--- config.mk ---
export PLATFORM = sky130hd
export DESIGN_NAME = ssi_front
export DESIGN_NICKNAME = d
export VERILOG_FILES = /design/src/rtl/ssi_pkg.sv /design/src/rtl/ssi_front.sv
export SDC_FILE = /design/constraint.sdc
export NUM_CORES = 1
export LEC_CHECK = 0
export BUFFER_PORTS_ARGS = -buffer_cell sky130_fd_sc_hd__buf_2
export CORE_AREA = 3 3 251 253
export CTS_CLUSTER_SIZE = 25
export DETAILED_ROUTE_END_ITERATION = 12
export DIE_AREA = 0 0 254 256
export GPL_ROUTABILITY_DRIVEN = 1
export PLACE_DENSITY_LB_ADDON = 0.1
export SETUP_SLACK_MARGIN = 0.05
export SYNTH_ARGS = -nofsm -noshare
export SYNTH_HDL_FRONTEND = slang
export SYNTH_SLANG_ARGS = --single-unit
--- constraint.sdc ---
create_clock -name i_clk -period 12.3 [get_ports i_clk]
set_input_delay 2.46 -clock i_clk [delete_from_list [all_inputs] [get_ports i_clk]]
set_output_delay 2.46 -clock i_clk [all_outputs]
set_load 0.1 [all_outputs]
--- src/rtl/ssi_pkg.sv ---
// ----------------------------------------------------------------------------
// ssi_pkg
// shared types and constants of the segment intersection pipeline
// ----------------------------------------------------------------------------
package ssi_pkg;

    // default coordinate width
    localparam int COORD_BITS_DEF = 16;

    // per-stage load enables, handed from the flow control to the datapath
    typedef struct packed {
        logic en1;
        logic en2;
        logic en3;
        logic en4;
    } t_pipe_ctl;

endpackage

--- src/rtl/ssi_front.sv ---
// ----------------------------------------------------------------------------
// ssi_front
// stages 1 and 2: end points, cross-product operands and bounding box checks
// ----------------------------------------------------------------------------
module ssi_front #(
    parameter int COORD_BITS = 16
) (
    input  logic                           i_clk,
    input  ssi_pkg::t_pipe_ctl             i_ctl,
    input  logic signed [COORD_BITS-1:0]   i_a_origin_x,
    input  logic signed [COORD_BITS-1:0]   i_a_origin_y,
    input  logic signed [COORD_BITS-1:0]   i_a_extent_x,
    input  logic signed [COORD_BITS-1:0]   i_a_extent_y,
    input  logic signed [COORD_BITS-1:0]   i_b_origin_x,
    input  logic signed [COORD_BITS-1:0]   i_b_origin_y,
    input  logic signed [COORD_BITS-1:0]   i_b_extent_x,
    input  logic signed [COORD_BITS-1:0]   i_b_extent_y,
    output logic signed [COORD_BITS-1:0]   o_ex [4],
    output logic signed [COORD_BITS-1:0]   o_ey [4],
    output logic signed [COORD_BITS+1:0]   o_dx [4],
    output logic signed [COORD_BITS+1:0]   o_dy [4],
    output logic        [3:0]              o_box
);
    import ssi_pkg::*;

    localparam int W  = COORD_BITS;
    localparam int PW = COORD_BITS + 1;
    localparam int DW = COORD_BITS + 2;

    // stage 1 registers: points
    logic signed [PW-1:0] r_a0x, r_a0y, r_a1x, r_a1y;
    logic signed [PW-1:0] r_b0x, r_b0y, r_b1x, r_b1y;
    logic signed [W-1:0]  r_aex, r_aey, r_bex, r_bey;

    // stage 2 registers
    logic signed [W-1:0]  r_ex [4];
    logic signed [W-1:0]  r_ey [4];
    logic signed [DW-1:0] r_dx [4];
    logic signed [DW-1:0] r_dy [4];
    logic        [3:0]    r_box;

    logic signed [DW-1:0] n_dx [4];
    logic signed [DW-1:0] n_dy [4];
    logic        [3:0]    n_box;

    function automatic logic f_in_box(
        input logic signed [PW-1:0] px, input logic signed [PW-1:0] py,
        input logic signed [PW-1:0] qx, input logic signed [PW-1:0] qy,
        input logic signed [PW-1:0] rx, input logic signed [PW-1:0] ry
    );
        logic signed [PW-1:0] xlo, xhi, ylo, yhi;
        xlo = (px < rx) ? px : rx;
        xhi = (px < rx) ? rx : px;
        ylo = (py < ry) ? py : ry;
        yhi = (py < ry) ? ry : py;
        return (qx >= xlo) && (qx <= xhi) && (qy >= ylo) && (qy <= yhi);
    endfunction

    function automatic logic signed [DW-1:0] f_diff(
        input logic signed [PW-1:0] r, input logic signed [PW-1:0] q
    );
        return {r[PW-1], r} - {q[PW-1], q};
    endfunction

    always_ff @(posedge i_clk) begin
        if (i_ctl.en1) begin
            r_a0x <= {i_a_origin_x[W-1], i_a_origin_x};
            r_a0y <= {i_a_origin_y[W-1], i_a_origin_y};
            r_a1x <= {i_a_origin_x[W-1], i_a_origin_x} + {i_a_extent_x[W-1], i_a_extent_x};
            r_a1y <= {i_a_origin_y[W-1], i_a_origin_y} + {i_a_extent_y[W-1], i_a_extent_y};
            r_b0x <= {i_b_origin_x[W-1], i_b_origin_x};
            r_b0y <= {i_b_origin_y[W-1], i_b_origin_y};
            r_b1x <= {i_b_origin_x[W-1], i_b_origin_x} + {i_b_extent_x[W-1], i_b_extent_x};
            r_b1y <= {i_b_origin_y[W-1], i_b_origin_y} + {i_b_extent_y[W-1], i_b_extent_y};
            r_aex <= i_a_extent_x;
            r_aey <= i_a_extent_y;
            r_bex <= i_b_extent_x;
            r_bey <= i_b_extent_y;
        end
    end

    // r - q terms of the four orientations
    always_comb begin
        n_dx[0] = f_diff(r_b0x, r_a1x);
        n_dy[0] = f_diff(r_b0y, r_a1y);
        n_dx[1] = f_diff(r_b1x, r_a1x);
        n_dy[1] = f_diff(r_b1y, r_a1y);
        n_dx[2] = f_diff(r_a0x, r_b1x);
        n_dy[2] = f_diff(r_a0y, r_b1y);
        n_dx[3] = f_diff(r_a1x, r_b1x);
        n_dy[3] = f_diff(r_a1y, r_b1y);
        n_box[0] = f_in_box(r_a0x, r_a0y, r_b0x, r_b0y, r_a1x, r_a1y);
        n_box[1] = f_in_box(r_a0x, r_a0y, r_b1x, r_b1y, r_a1x, r_a1y);
        n_box[2] = f_in_box(r_b0x, r_b0y, r_a0x, r_a0y, r_b1x, r_b1y);
        n_box[3] = f_in_box(r_b0x, r_b0y, r_a1x, r_a1y, r_b1x, r_b1y);
    end

    always_ff @(posedge i_clk) begin
        if (i_ctl.en2) begin
            r_ex[0] <= r_aex;
            r_ex[1] <= r_aex;
            r_ex[2] <= r_bex;
            r_ex[3] <= r_bex;
            r_ey[0] <= r_aey;
            r_ey[1] <= r_aey;
            r_ey[2] <= r_bey;
            r_ey[3] <= r_bey;
            r_dx    <= n_dx;
            r_dy    <= n_dy;
            r_box   <= n_box;
        end
    end

    assign o_ex  = r_ex;
    assign o_ey  = r_ey;
    assign o_dx  = r_dx;
    assign o_dy  = r_dy;
    assign o_box = r_box;

endmodule

==> results of run 1 <==
[metal layers]
layer,wire (um),track usage [%],up-vias
li1,-,-,11300
met1,35800,31.5,11400
met2,47500,50.9,551
met3,3120,2.75,175
met4,3820,11.5,0
met5,0,0,-
[logic make-up (layout without fill, tap and decap cells)]
family,count (synthesis),count (layout),synth area share [%]
AOI/OAI and AO/OA,687,687,14.6
xor gates and xnor gates,135,135,3.89
adders and majority gates,539,539,22.4
buffers and inverters,285,677,4.44
DFF,406,406,40.1
muxes,107,107,3.61
other,0,3,0
and+or+nand+nor,681,681,11.0
[flip-flops by register name, summed over array words and instances (netlist names)]
name,count
r_b1x,17
r_bey,16
o_dx,71
o_ey,32
r_b1y,17
r_a0x,16
r_a1x,17
r_bex,16
r_a1y,17
r_b0x,16
o_ex,32
o_box,4
r_a0y,16
r_aey,16
r_aex,16
r_b0y,16
o_dy,71
[cell type report]
type | instances | area (um^2) | area share [%]
timing repair buffer | 414 | 2110 | 6.16
antenna | 3 | 7.51 | 0.0219
clock inverter | 19 | 220 | 0.643
inverter | 187 | 702 | 2.05
tap | 790 | 988 | 2.88
multi-input combinational | 2149 | 16900 | 49.2
clock buffer | 57 | 1170 | 3.42
sequential | 406 | 12200 | 35.6
[synth_stat cells, drive strengths merged, types with 9 or more instances]
cell	count
fa	12
nor3	63
clkbuf	25
a21boi	27
nor2b	72
a31oi	12
or3	16
o211ai	14
nor4	11
nor2	198
o21bai	26
mux2i	102
a221oi	14
ha	520
a21oi	214
buf	73
o21a	41
nand3	64
xnor2	105
o21ai	149
nand2b	41
a21o	78
and3	25
inv	187
nand4	33
nand2	121
o22ai	9
a211oi	19
o31ai	14
xor2	30
and2	9
edfxtp	406
[worst paths after layout]
kind | from | end | slack [ns] | cells after the start
min | r_aey[7]$_DFFE_PP_ | o_ey[55]$_DFFE_PP_ | 0.41 | 0
min reg2reg | r_aey[7]$_DFFE_PP_ | o_ey[55]$_DFFE_PP_ | 0.41 | 0
max | r_a1y[1]$_DFFE_PP_ | o_box[1]$_DFFE_PP_ | 5.61 | 23
max reg2reg | r_a1y[1]$_DFFE_PP_ | o_box[1]$_DFFE_PP_ | 5.61 | 23
[through the flow]
stage                     setup WS [ns]  area, um^2
after detailed placement           5.72       32900
after global placement             5.79       32900
final                              5.61       34300
after CTS                          5.68       34300
after floorplan                    7.37       30400
after global routing               5.42       34300
[layout by cell type (no fill, tap or decap), types with 45 or more instances in the layout]
cell         n
nor3_1      63
a21o_1      77
nor2b_1     72
ha_1       520
clkbuf_16   45
mux2i_1     99
o21ai_0    146
a21oi_1    214
xnor2_1    105
inv_1      187
nor2_1     198
edfxtp_1   406
nand3_1     64
nand2_1    121
buf_2      404
[power groups by stage]
stage / Sequential [mW] / Clock (mW) / Combinational [mW]
2_1_floorplan: 3.09 / 0 / 1.79
4_1_cts: 2.06 / 1.36 / 3.67
6_report: 2.05 / 1.32 / 3.67
3_5_place_dp: 2.08 / 0 / 3.66
5_1_grt: 2.08 / 1.40 / 3.96
3_3_place_gp: 2.08 / 0 / 3.60
==> results.md, run 1 <==
- Initial antenna violation count: 2
- CTS hold repair buffers: 0
- Crit share post-route: 54.4%
- Seq/Total Area, Yosys: 40.1%
- Die Y: 256 um
- Mapped Area: 30400 um^2
- Worst EP arrival: 7.13 ns
- Switching Fraction: 47.8%
- Pint: 3.68 mW
- Switching power total: 3.36 mW
- H-tree depth: 2
- Die X: 254 um
- Register bit total from synthesis: 406
- Slew HR: 24.7%
- Final setup fails: 0
- GR Overflow Total: 0
- Cells after Synth: 2840
- Utilization after layout: 55.9%
- Cell mode on critical path: a21o_1
- Worst setup path category: flop to flop
- Post-synth cell types: 75
- Worst hold margin: 0.409 ns
- Clk network pwr share: 18.7%
- CTS Buffer Depth: 3
- Clock sink total: 406
- Tot GR Track Use: 27.3%
- Fin cells: 4025
- Filler cell count: 5451
- DR vias/cell: 5.83
- Crit path cell chain: inv_1 -> ha_1 -> a21o_1 -> a21o_1 -> a21o_1 -> a21o_1 -> a2111oi_2 -> o21bai_1 -> a211o_1 -> o21ai_4 -> buf_4 -> mux2i_1 -> ha_1 -> nor2b_1 -> o21ai_0 -> nand2b_1 -> a21oi_1 -> o22ai_1 -> o221a_2 -> o21ai_0 -> a21oi_1 -> nor4_1 -> o211a_1
- WL per Instance: 22.4 um
- DIE AREA: 65000 um^2
- Largest net degree at the start of global routing: 80
- HPWL Detailed: 72000 um
- Vias: 23500
- Inserted Clock Buffers: 44
- Avg Inst Size Synth: 10.7 um^2
- Post-route setup TNS: 0 ns
- Drt initial violations: 1251
- Layout cells sized above 1: 15.6%
- Status: complete, no violations
- Layout Nets: 3867
- CP max FO: 32
- Clk_skew: 0.0302 ns
- Yosys top cell area share: 40.1%
- Synth Net Count: 3505
- Synth area leaders: edfxtp_1 (40%), ha_1 (21%), a21oi_1 (3.5%), mux2i_1 (3.3%), xnor2_1 (3.0%)
- CP delay by family, top: compound AO/OA/AOI/OAI gates
- Drt pass-1 iters: 7
- Setup crit end kind: flop
- TritonCTS clock tree: done
- Max-cap violation count: 0
- Worst VDD drop: 137 uV
- Area growth syn-to-layout: 12.7%
- DR DRC count: 0
- CP max stage cell: nor4_1
- CP startpoint kind: flop
- Initial Utilization: 49.6%
- Worst-margin pin slew: 1.12 ns
- Core region area: 61300 um^2
- Hold Crit Class: flop to flop
- Fin. max-slew vios: 0
- PortBufs: 406
- EDFF count, synth: 406
- Setup bufs post-CTS: 0
- Pwr per Cell Area: 205 nW/um^2
- Unrepaired setup endpoints after global routing: false
- CP bufs+invs: 2
- Clock latency on the worst-skew pair: 0.59 ns
- Endpoints failing hold: 0
- Top FF cell, synth: edfxtp_1
- Drt total wl: 90200 um
- F_max: 149 MHz
- Core Rows: 91
- Placer Congestion: 0.939
- Async SR Flop Fraction: 0%
- I/O Pins: 409
- Sequential Power Share: 29.2%
- Warnings from Yosys: 0
- Number of cells after detailed placement: 3946
- Gate power share: 52.1%
- Worst EP required: 12.74 ns
- CP peak stage delay: 0.86 ns
- Post-route ant nets: 0
- CTS-repair resized insts: 0
- Wire length of the first global-routing pass: 136000 um
- Vias in the first global route: 24000
- CTS root buf: clkbuf_16
- Leak: 15.4 nW
- Tmin final: 6.69 ns
- Clock transition at path regs: 0.06 ns
- Pwr Total: 7.04 mW
- Leading area contributor after synthesis: edfxtp_1
Note: power is estimated with default switching activity, not from simulation.
==> run 2, diff against run 1 <==
--- a/config.mk
+++ b/config.mk
@@ -5,6 +5,7 @@
 export SDC_FILE = /design/constraint.sdc
 export NUM_CORES = 1
 export LEC_CHECK = 0
+export ABC_AREA = 1
 export BUFFER_PORTS_ARGS = -buffer_cell sky130_fd_sc_hd__buf_2
 export CORE_AREA = 3 3 251 253
 export CTS_CLUSTER_SIZE = 25
==> constraint.sdc (replaced) <==
create_clock -name i_clk -period 5.5 [get_ports i_clk]
set_input_delay 1.1 -clock i_clk [delete_from_list [all_inputs] [get_ports i_clk]]
set_output_delay 1.1 -clock i_clk [all_outputs]
set_load 0.1 [all_outputs]
==> run 2 against run 1 <==
  * Global-route usage grew 2.6 points
  * Clock skew up 0.0037 ns
  * Power up 140%
  * Design area rose by 1.0%
  * Register-to-register slack worse by 5.0 ns
  * Hold slack improved by 0.0087 ns
  * Synthesized area decreased by 0.18%
  * Critical path depth rose by 2
  * Clock-buffer cell count down 7
  * Clock power increased by 140%
  * Largest cell class unchanged
==> results.md, run 2 <==
- Tot GR Track Use: 29.8% (+2.6 points)
- Final setup fails: 0 (unchanged)
- Core region area: 61300 um^2 (unchanged)
- Vias: 25300 (+7.8%)
- Layout cells sized above 1: 15.3% (-0.34 points)
- Post-route ant nets: 0 (unchanged)
- Core Rows: 91 (unchanged)
- Setup bufs post-CTS: 0 (unchanged)
- Yosys top cell area share: 40.2% (+0.071 points)
- Crit share post-route: 88.4% (+34 points)
- CP startpoint kind: flop
- Most frequent cell after synthesis: nand2_1
- Inserted Clock Buffers: 44 (unchanged)
- Largest net degree at the start of global routing: 100 (+25%)
- Clock sink total: 406 (unchanged)
- Initial Utilization: 49.6% (-0.088 points)
- Max-cap violation count: 0 (unchanged)
- PortBufs: 406 (unchanged)
- DIE AREA: 65000 um^2 (unchanged)
- Final instance area: 34600 um^2 (+1.0%)
- H-tree depth: 2 (unchanged)
- F_max: 206 MHz (+38%)
- Register bit total from synthesis: 406 (unchanged)
- Cells after Synth: 3213 (+13%)
- Slew HR: 27.9% (+3.3 points)
- Initial antenna violation count: 1 (-1)
- Placer Congestion: 0.977 (+4.0%)
- Seq/Total Area, Yosys: 40.2% (+0.071 points)
- Fin cells: 4423 (+9.9%)
- WL per Instance: 22.3 um (-0.69%)
- Vias in the first global route: 24600 (+2.4%)
- Worst hold margin: 0.418 ns (+0.00869 ns)
- Clock transition at path regs: 0.07 ns (about the same)
- Leading area contributor after synthesis: edfxtp_1
- Reg2Reg Setup Slack: 0.64 ns (-4.97 ns)
- Hold Crit Class: flop to flop
- Async SR Flop Fraction: 0% (unchanged)
- Endpoints failing hold: 0 (unchanged)
- Uppermost layer routed: met4
- GR Overflow Total: 0 (unchanged)
- HPWL Detailed: 79700 um (+11%)
- Drt pass-1 iters: 6 (-1)
- Die X: 254 um (unchanged)
- Worst EP arrival: 5.31 ns (-1.82 ns)
- Most common cell after layout, fill and taps aside: nand2_1
- M1 WL: 46900 um (+31%)
- Drt initial violations: 2303 (+84%)
- Post-Place Setup Slack: 0.550 ns (-5.17 ns)
- Leak: 16.3 nW (+6.3%)
- CTS root buf: clkbuf_16
- Top FF cell, synth: edfxtp_1
- Pwr per Cell Area: 487 nW/um^2 (+140%)
- Tmin final: 4.86 ns (-1.83 ns)
- Warnings from Yosys: 0 (unchanged)
- Mapped Area: 30400 um^2 (-0.18%)
- Fin. max-slew vios: 0 (unchanged)
- Layout Nets: 4264 (+10%)
- Post-route setup TNS: 0 ns (unchanged)
- Synth Net Count: 3878 (+11%)
- Number of cells after detailed placement: 4343 (+10%)
- DR vias/cell: 5.72 (-1.9%)
- Commonest cells in the netlist: nand2_1 (592), ha_1 (520), edfxtp_1 (406)
- Final WS setup: 0.640 ns (-4.97 ns)
- EDFF count, synth: 406 (unchanged)
- Clk_skew: 0.0339 ns (+0.00374 ns)
- Unrepaired setup endpoints after global routing: false
- Worst-margin pin slew: 1.07 ns (-0.0441 ns)
- Worst VDD drop: 389 uV (+180%)
- Avg Inst Size Synth: 9.45 um^2 (-12%)
- Drt total wl: 98500 um (+9.1%)
- Status: complete, no violations
- Most frequent cells in the layout: nand2_1 (592), ha_1 (520), edfxtp_1 (406)
- Setup crit end kind: flop
- Synth area leaders: edfxtp_1 (40%), ha_1 (21%), nand2_1 (7.3%), a21oi_1 (4.9%), inv_1 (4.2%)
- Die Y: 256 um (unchanged)
- Worst EP required: 5.95 ns (-6.79 ns)
- Wire length of the first global-routing pass: 147000 um (+8.3%)
- Met2 WL: 40100 um (-16%)
- Clock latency on the worst-skew pair: 0.60 ns (about the same)
- Area growth syn-to-layout: 14.0%
- TritonCTS clock tree: done
- Post-DP Area: 33100 um^2 (+0.69%)
- Metal3 WL: 9860 um (+220%)
- Post-synth cell types: 51 (-32%)
- CTS Buffer Depth: 3 (unchanged)
- CP max FO: 55 (+72%)
- I/O Pins: 409 (unchanged)
- Worst setup path category: flop to flop
- DR DRC count: 0 (unchanged)
-- run 2: final timing paths --
path	startpoint	end	depth (start not counted)
max	r_a1y[2]$_DFFE_PP_	o_box[1]$_DFFE_PP_	25
min	r_bex[9]$_DFFE_PP_	o_ex[25]$_DFFE_PP_	0
max reg2reg	r_a1y[2]$_DFFE_PP_	o_box[1]$_DFFE_PP_	25
min reg2reg	r_bex[9]$_DFFE_PP_	o_ex[25]$_DFFE_PP_	0
-- run 2: kinds of logic after synthesis --
logic type	Yosys count	share of synthesized area (%)
flops	406	40.2
compound gates	677	12.4
xor+xnor	178	5.20
buf+inv	456	6.54
simple gates	961	13.4
fa+ha+maj	532	22.2
mux	3	0.0989
-- run 2: layout make-up --
cell class                      instances  area, um^2
Antenna cell                            2        5.00
Fill cell                            5441       26600
Inverter                              343        1290
Tap cell                              790         988
Timing Repair Buffer                  453        2450
Sequential cell                       406       12200
Multi-Input combinational cell       2351       16200
Clock inverter                         28         357
Clock buffer                           50        1140
-- run 2: metrics by stage --
step	total power [mW]	util (%)
2_1_floorplan	11.5	-
3_3_place_gp	13.5	54.0
3_5_place_dp	13.7	54.0
4_1_cts	16.8	56.5
5_1_grt	17.9	56.5
6_report	16.9	56.5
-- run 2: critical path: stages, from the launching register on --
cell and delay (ns):
edfxtp_1 0.46, inv_1 0.28, ha_1 0.29, a21oi_1 0.15, o21bai_1 0.07, a21oi_1 0.25
nor2_1 0.12, o21ai_1 0.13, nand2_1 0.06, a21oi_1 0.12, nand2_1 0.20, xnor2_4 0.20
buf_12 0.19, o21ai_0 0.34, ha_1 0.32, a21oi_1 0.13, nor2_1 0.05, a211oi_1 0.28
nand2_1 0.10, nand2_1 0.06, o311ai_0 0.15, o21ai_0 0.46, nand2_1 0.10, inv_1 0.06
nand2_1 0.07, nor2_2 0.08
-- run 2: per-layer routing --
metal	global-route usage (%)	vias to the layer above
met3	5.72	122
met5	0	-
met2	43.2	1129
met1	46.4	12000
met4	5.56	0
li1	-	12000
-- run 2: timing repair --
| item | in CTS | in global routing |
|---|---|---|
| gates resized for setup | 0 | 2 |
| hold buffers | 0 | 0 |
| setup endpoints to repair | 0 | 1 |
| hold endpoints to repair | 0 | 0 |
-- run 2: power by group --
group | switching (mW) | internal [mW]
clock | 1.26 | 1.87
combinational | 6.79 | 2.33
sequential | 0.420 | 4.18
